`config.mk`:
```
export PLATFORM = sky130hd
export DESIGN_NAME = chip8_ram
export DESIGN_NICKNAME = d
export VERILOG_FILES = /design/src/chip8_ram.sv
export SDC_FILE = /design/constraint.sdc
export NUM_CORES = 1
export LEC_CHECK = 0
export ABC_AREA = 1
export BUFFER_PORTS_ARGS = -buffer_cell sky130_fd_sc_hd__buf_2
export CAP_MARGIN = 20
export CORE_AREA = 3 3 151 138
export DETAILED_ROUTE_END_ITERATION = 12
export DIE_AREA = 0 0 154 141
export GPL_ROUTABILITY_DRIVEN = 0
export MAX_ROUTING_LAYER = met4
export SYNTH_ARGS = -nofsm -noshare
export SYNTH_HDL_FRONTEND = slang
export SYNTH_SLANG_ARGS = --single-unit
```
`constraint.sdc`:
```
create_clock -name clk_i -period 2.1 [get_ports clk_i]
set_input_delay 0.105 -clock clk_i [delete_from_list [all_inputs] [get_ports clk_i]]
set_output_delay 0.105 -clock clk_i [all_outputs]
set_load 0.02 [all_outputs]
```
`src/chip8_ram.sv`:
```
// ----------------------------------------------------------------------------
// chip8_ram
// generic single-write, single-read ram with registered read data
// ----------------------------------------------------------------------------
module chip8_ram #(
  parameter int unsigned WIDTH = 8,
  parameter int unsigned DEPTH = 16
) (
  input  logic                     clk_i,
  input  logic                     we_i,
  input  logic [$clog2(DEPTH)-1:0] waddr_i,
  input  logic [WIDTH-1:0]         wdata_i,
  input  logic [$clog2(DEPTH)-1:0] raddr_i,
  output logic [WIDTH-1:0]         rdata_o
);

  logic [WIDTH-1:0] mem_q [DEPTH];
  logic [WIDTH-1:0] rdata_q;

  always_ff @(posedge clk_i) begin
    if (we_i) begin
      mem_q[waddr_i] <= wdata_i;
    end
    rdata_q <= mem_q[raddr_i];
  end

  assign rdata_o = rdata_q;

endmodule
```
* After elaboration in Yosys (flattened, before gate mapping) *
Memory sizes are Yosys's and may differ from the RTL's. A register that Yosys moved wholly into a read port is not among the register bits.
Cells that the tools add are included.

storage, ports and cells
  flip-flop bits (word level) = 0
  memory bits (writable) = 128
  input port bits = 18
  output and inout port bits = 8
  memories kept = 1

cells by class
  muxes and demuxes = 2

memory list
  name   words  width  rd ports  clocked after memory_dff  wr ports  line  RTL
  mem_q  16     8      1         1                         1         17    logic [WIDTH-1:0] mem_q [DEPTH];

operators with widths
  kind    number
  $mux 1  2

* Logic depth before layout (Yosys ltp) *
Gate-level depths: netlist (run 1).

  depth in word-level cells = 2
  mapped depth = 8
  mapped depth without buffers = 7

* Worst setup path before layout (run 1) *
Ideal clock, no wire load.

  path kind = in2reg
  start point = in waddr_i[2]
  end point = mem mem_q[10][0], enable pin
  data arrival time = 0.686 ns
  required time = 1.730 ns
  path slack = 1.044 ns
  cell stages on the path = 2
  buffers on the path = 0
  cells stage by stage = nand3b_1 nor2_1

RTL lines
  item                line  RTL
  start: declaration  11    input logic [$clog2(DEPTH)-1:0] waddr_i,
  end: declaration    17

Straight into the memory's write port.

* Worst setup path in the final report (run 1) *
  start point = reg rdata_q[3] (netlist: rdata_o[3]) (read register of mem_q)
  end point = out rdata_o[3]

RTL lines
  item                line  RTL
  start: declaration  18    logic [WIDTH-1:0] rdata_q;
  end: declaration    14    output logic [WIDTH-1:0] rdata_o

No word-level cell between the ends.

==> results of run 1 <==
-- registers in the layout, summed over array words and instances (netlist names) --
name,flops
mem_q,128
rdata_o,8
-- power groups by stage --
stage               Clock (mW)  Sequential (mW)  Combinational [mW]
floorplan                    0             3.13               0.214
global placement             0             3.12               0.384
detailed placement           0             3.11               0.389
CTS                       2.80             3.06               0.391
global route              2.93             3.06               0.436
finish                    2.76             3.06               0.385
-- placed cells by master (no fill, tap or decap), types with 3 or more instances in the layout --
cell type,netlist,layout
buf_4,4,13
nor2_1,17,17
buf_2,13,25
edfxtp_1,128,128
nand2_1,173,173
clkbuf_8,0,4
clkinv_1,0,3
clkbuf_1,0,7
dfxtp_1,8,8
nand3_1,97,97
clkbuf_16,0,17
inv_1,100,100
-- worst reg2reg max path, cell delays in order, from the launching register on --
cell      delay (ps)
edfxtp_1         360
inv_1             60
nand2_1           50
nand3_1          120
nand3_1          100
nand3_1          130
nand2_1          100
-- cell families after synthesis --
group,Yosys count
AND/OR/NAND/NOR,289
flip-flops,136
buffers and inverters,126
-- final cells by class --
class | instances | area [µm²] | area share, %
Inverter | 102 | 383 | 5.71
Tap cell | 250 | 313 | 4.67
Clock inverter | 4 | 41.3 | 0.616
Clock buffer | 28 | 507 | 7.56
Multi-Input combinational cell | 289 | 1210 | 18.1
Timing Repair Buffer | 39 | 243 | 3.62
Sequential cell | 136 | 4000 | 59.7
-- through the flow --
stage	power (mW)	area (µm²)
after floorplan	3.34	5770
after global placement	3.50	6160
after detailed placement	3.50	6160
after CTS	6.25	6700
after global routing	6.43	6700
final	6.20	6700
-- routing by layer --
| metal | share of wire [%] | vias to the layer above | wire, µm | GRT usage (%) |
|---|---|---|---|---|
| met4 | 1.7 | 0 | 225 | 4.46 |
| met1 | 51 | 1749 | 6900 | 19.9 |
| met5 | 0 | - | 0 | - |
| met2 | 41 | 112 | 5640 | 18.2 |
| met3 | 6.2 | 20 | 850 | 3.50 |
| li1 | - | 1839 | - | - |
-- path summary, 6_finish.rpt --
check / startpoint / endpoint / slack, ps / depth (start not counted)
worst max-delay path: rdata_o[3]$_DFF_P_ / rdata_o[3] / 1000 / 1
worst max register to register: mem_q[3][7]$_DFFE_PP_ / rdata_o[7]$_DFF_P_ / 1050 / 6
worst min register to register: mem_q[11][6]$_DFFE_PP_ / rdata_o[6]$_DFF_P_ / 670 / 6
worst min-delay path: raddr_i[3] / rdata_o[5]$_DFF_P_ / 40 / 3
==> results.py, run 1 <==
metrics = {
    "status": {
        "status": "completed",
    },
    "detailed_routing": {
        "viasPerCell": 4.39,
        "wirelength_mm": 13.6,
        "drc": 0,
        "vias": 3720,
        "postRouteAntennaNets": 0,
        "wire_per_inst_um": 16.0,
        "drt_iter0_drc": 485,
        "first_pass_iters": 6,
    },
    "timing": {
        "maxSlewViolCount": 0,
        "max_freq_mhz": 906,
        "worst_pin_slew_ps": 758,
        "setup_tns_ps": 0,
        "min_period_ps": 1100,
        "finalHoldViolCount": 0,
        "setup_slack_ps": 996,
        "slew_headroom_pct": 49.3,
        "setup_viol": 0,
        "post-route-period-util_pct": 52.6,
        "skew_ps": 7.22,
        "rsz0062_at_grt": "false",
        "hold_ws_ps": 35.8,
    },
    "grt": {
        "grtUsageTotal_pct": 13.6,
        "antenna_found_initial": 0,
        "grt_pass1_wl_mm": 21.5,
        "grt_max_degree": 65,
        "grt_pass1_vias": 3716,
        "overflow": 0,
    },
    "synth": {
        "synth_top_area_share_pct": 66.7,
        "synthSimpleGateAreaFrac_pct": 21.0,
        "syn_area_per_cell_um2": 10.5,
        "synth_commonest_cells": "173 x nand2_1, 128 x edfxtp_1, 100 x inv_1, 97 x nand3_1, 17 x nor2_1",
        "yosysWarnings": 0,
        "synth_top_family_by_area": "simple AND/OR/NAND/NOR gates",
        "synth_ff_type": "edfxtp_1",
        "yosysTopAreaCell": "edfxtp_1",
        "synth_cells": 551,
        "synth_most_common_cell": "nand2_1",
        "yosys-mux-area-fraction_pct": 0,
        "synth_edf_count": 128,
        "synth.top_cells.by_area": "edfxtp_1 67%, nand2_1 11%, nand3_1 8.4%",
        "synth_compound_area_share_pct": 0,
        "seq_area_frac_synth_pct": 69.4,
        "async_flop_share_pct": 0,
        "synthesis.nets": 569,
        "synth_seq_cells": 136,
        "ys_types": 12,
        "synth_xor_area_share_pct": 0,
        "synthAdderAreaFrac_pct": 0,
        "synthesis.area_mm2": 0.00577,
    },
    "power": {
        "power.internal_mw": 4.88,
        "pwr-share-comb_pct": 6.2,
        "seqPwrFrac_pct": 49.3,
        "leakage_nw": 2.86,
        "switching_share_pct": 21.3,
        "p_sw_mw": 1.32,
        "ir_drop_v": 0.000605,
        "p_per_area_mw_per_mm2": 925,
        "p_clk_share_pct": 44.5,
    },
    "critical_path": {
        "cp.arrival_ps": 1000,
        "path_max_fanout": 1,
        "critical_path_buf_inv_count": 1,
        "max_stage_delay_ps": 390,
        "crit_chain": "buf_2",
        "endpoint_kind": "output port",
        "crit_type": "reg2out",
        "cp_slowest_cell": "dfxtp_1",
        "critPathLaunchType": "flip-flop",
        "worstPathRequired_ps": 2000,
        "critPathTopFamily": "flip-flops",
    },
    "finish": {
        "area_growth_pct": 16.3,
        "drive_gt1_share_pct": 10.5,
        "final_util_pct": 34.8,
        "fillerInstances": 1909,
        "fin_nets": 603,
        "antenna_cells": 0,
        "fin_cells": 848,
    },
    "cts": {
        "cts_tree": "yes",
        "clk_pin_slew_ps": 50,
        "htreeDepth": 4,
        "cts_root_buffer": "clkbuf_16",
        "cts_resized": 0,
        "clock_path_buffers": 2,
        "cts_sinks": 136,
        "cts_hold_buf": 0,
        "post_cts_buffers": 0,
        "cts-buffers-inserted": 17,
        "clk_latency_ps": 420,
    },
    "floorplanning": {
        "ios": 26,
        "rows": 48,
        "die_x_um": 154,
        "core_area_mm2": 0.0193,
        "die_area_mm2": 0.0217,
        "start_util_pct": 29.9,
        "die_y_um": 141,
    },
    "placed_design": {
        "pre_cts_ws_ps": 638,
        "portBuffers": 25,
        "dp_hpwl_mm": 8.26,
        "dp_cells": 816,
    },
    "hold_path": {
        "holdCritPathClass": "in2reg",
    },
    "run": {
        "maxCapViolations": 0,
    },
}
No activity file was read; power rests on OpenSTA's default activity.
==> run 2, diff against run 1 <==
Clock period 2.1 ns to 1 ns, I/O delays scaled along.
==> results.py, run 2 (synthesis results as in run 1) <==
metrics = {
    "status": {
        "status": "completed",
    },
    "timing": {
        "max_freq_mhz": 1030,
        "post-route-period-util_pct": 97.5,
        "finalHoldViolCount": 0,
        "rsz0062_at_grt": "true",
        "slew_headroom_pct": 72.7,
        "setup_slack_ps": 25.5,
        "setup_viol": 0,
        "min_period_ps": 975,
        "maxSlewViolCount": 0,
        "setup_tns_ps": 0,
        "skew_ps": 7.14,
        "worst_pin_slew_ps": 409,
    },
    "critical_path": {
        "crit_chain": "buf_4",
        "path_max_fanout": 1,
        "critical_path_buf_inv_count": 1,
        "critPathLaunchType": "flip-flop",
        "critPathTopFamily": "flip-flops",
        "worstPathRequired_ps": 950,
        "endpoint_kind": "output port",
        "max_stage_delay_ps": 350,
        "cp.arrival_ps": 920,
        "cp_slowest_cell": "dfxtp_2",
        "crit_type": "reg2out",
    },
    "floorplanning": {
        "rows": 48,
        "start_util_pct": 29.9,
        "die_area_mm2": 0.0217,
        "core_area_mm2": 0.0193,
        "ios": 26,
        "die_y_um": 141,
        "die_x_um": 154,
    },
    "placed_design": {
        "dp_hpwl_mm": 8.94,
        "pre_cts_ws_ps": -112,
        "portBuffers": 25,
        "placed_area_mm2": 0.00637,
        "dp_cells": 836,
    },
    "power": {
        "p_sw_mw": 2.99,
        "p_total_mw": 14.1,
        "p_per_area_mw_per_mm2": 1960,
        "leakage_nw": 3.08,
        "seqPwrFrac_pct": 45.7,
        "power.internal_mw": 11.1,
        "p_clk_share_pct": 47.5,
        "pwr-share-comb_pct": 6.8,
        "switching_share_pct": 21.3,
        "ir_drop_v": 0.00127,
    },
    "finish": {
        "mostFrequentLayoutCell": "nand2_1",
        "final_cell_mix": "173 x nand2_1, 128 x edfxtp_1, 99 x inv_1, 70 x nand3_1, 33 x buf_4",
        "multi_input_area_mm2": 0.00135,
        "antenna_cells": 0,
        "fin_cells": 869,
        "fillerInstances": 1833,
        "stdcell_area_mm2": 0.00716,
        "top_register": "mem_q",
        "area_growth_pct": 24.2,
        "register_area_mm2": 0.00401,
        "largest_reg_flops": 128,
        "drive_gt1_share_pct": 19.5,
        "fin_nets": 624,
    },
    "detailed_routing": {
        "drc": 0,
        "vias": 3818,
        "wire_per_inst_um": 15.9,
        "postRouteAntennaNets": 0,
        "drt_iter0_drc": 378,
        "viasPerCell": 4.39,
        "wirelength_mm": 13.8,
        "first_pass_iters": 6,
    },
    "cts": {
        "cts_tree": "yes",
        "clk_pin_slew_ps": 60,
        "clk_latency_ps": 420,
        "cts_sinks": 136,
        "post_cts_buffers": 0,
        "htreeDepth": 4,
        "clock_path_buffers": 2,
        "cts_root_buffer": "clkbuf_16",
        "cts-buffers-inserted": 17,
    },
    "grt": {
        "antenna_found_initial": 0,
        "grtUsageTotal_pct": 13.6,
        "grt_pass1_vias": 3678,
        "grt_pass1_wl_mm": 21.6,
        "grt_max_degree": 22,
        "overflow": 0,
    },
    "hold_path": {
        "holdCritPathClass": "in2reg",
    },
    "run": {
        "maxCapViolations": 0,
    },
}
-- run 2: changes by cell type in the layout (fill, tap and decap cells not counted), sizes merged --
cell	delta
buf	+20
bufinv	+4
clkbuf	-11
clkinv	+5
clkinvlp	+2
dlygate4sd3	+1
-- run 2: metrics by stage --
step | hold slack [ps] | util, %
6_report | 34.9 | 37.2
5_1_grt | 63.7 | 37.2
4_1_cts | 19.6 | 36.4
3_5_place_dp | 381 | 33.0
3_3_place_gp | 379 | 33.0
2_1_floorplan | 149 | -
-- run 2: area by class of cell --
cell class                      instances  share of cell area [%]
Clock inverter                         15                    2.90
Inverter                              102                    5.34
Sequential cell                       136                    56.0
Multi-Input combinational cell        289                    18.8
Timing Repair Buffer                   60                    6.67
Tap cell                              250                    4.37
Clock buffer                           17                    5.94
-- run 2: layer usage --
metal / vias to the layer above / global-route usage (%) / share of wire, % / wire [µm]
li1: 1883 / - / - / -
met1: 1788 / 19.5 / 50 / 6890
met5: - / - / 0 / 0
met3: 24 / 3.31 / 5.2 / 713
met4: 0 / 4.74 / 1.8 / 245
met2: 123 / 19.0 / 43 / 5950
-- run 2: tightest hold or removal path: cells and delay by family --
kind	cells	cell delay, ps
AND/OR/NAND/NOR	3	240
buffers and inverters	1	130
-- run 2: path summary, 6_finish.rpt --
kind                          startpoint                 end  depth (start not counted)  slack, ps
hold / removal                raddr_i[2]  rdata_o[4]$_DFF_P_                          4         30
setup reg to reg  mem_q[11][6]$_DFFE_PP_  rdata_o[6]$_DFF_P_                          6         50
setup / recovery      rdata_o[1]$_DFF_P_          rdata_o[1]                          1         30
hold reg to reg    mem_q[4][3]$_DFFE_PP_  rdata_o[3]$_DFF_P_                          6        680
-- run 2: what timing repair did --
| action | in CTS | in global routing |
|---|---|---|
| endpoints found under the setup margin | 4 | 10 |
| resized for setup | 7 | 30 |
| hold buffers | 1 | 0 |
| pin swaps | 0 | 6 |
| hold endpoints to repair | 3 | 0 |
-- run 2: power groups by stage --
stage	Clock (mW)	Combinational [mW]	Sequential, mW
final	6.68	0.958	6.43
after global routing	7.02	1.06	6.44
after CTS	6.74	0.918	6.43
after detailed placement	0	0.901	6.54
after global placement	0	0.892	6.54
after floorplan	0	0.450	6.57
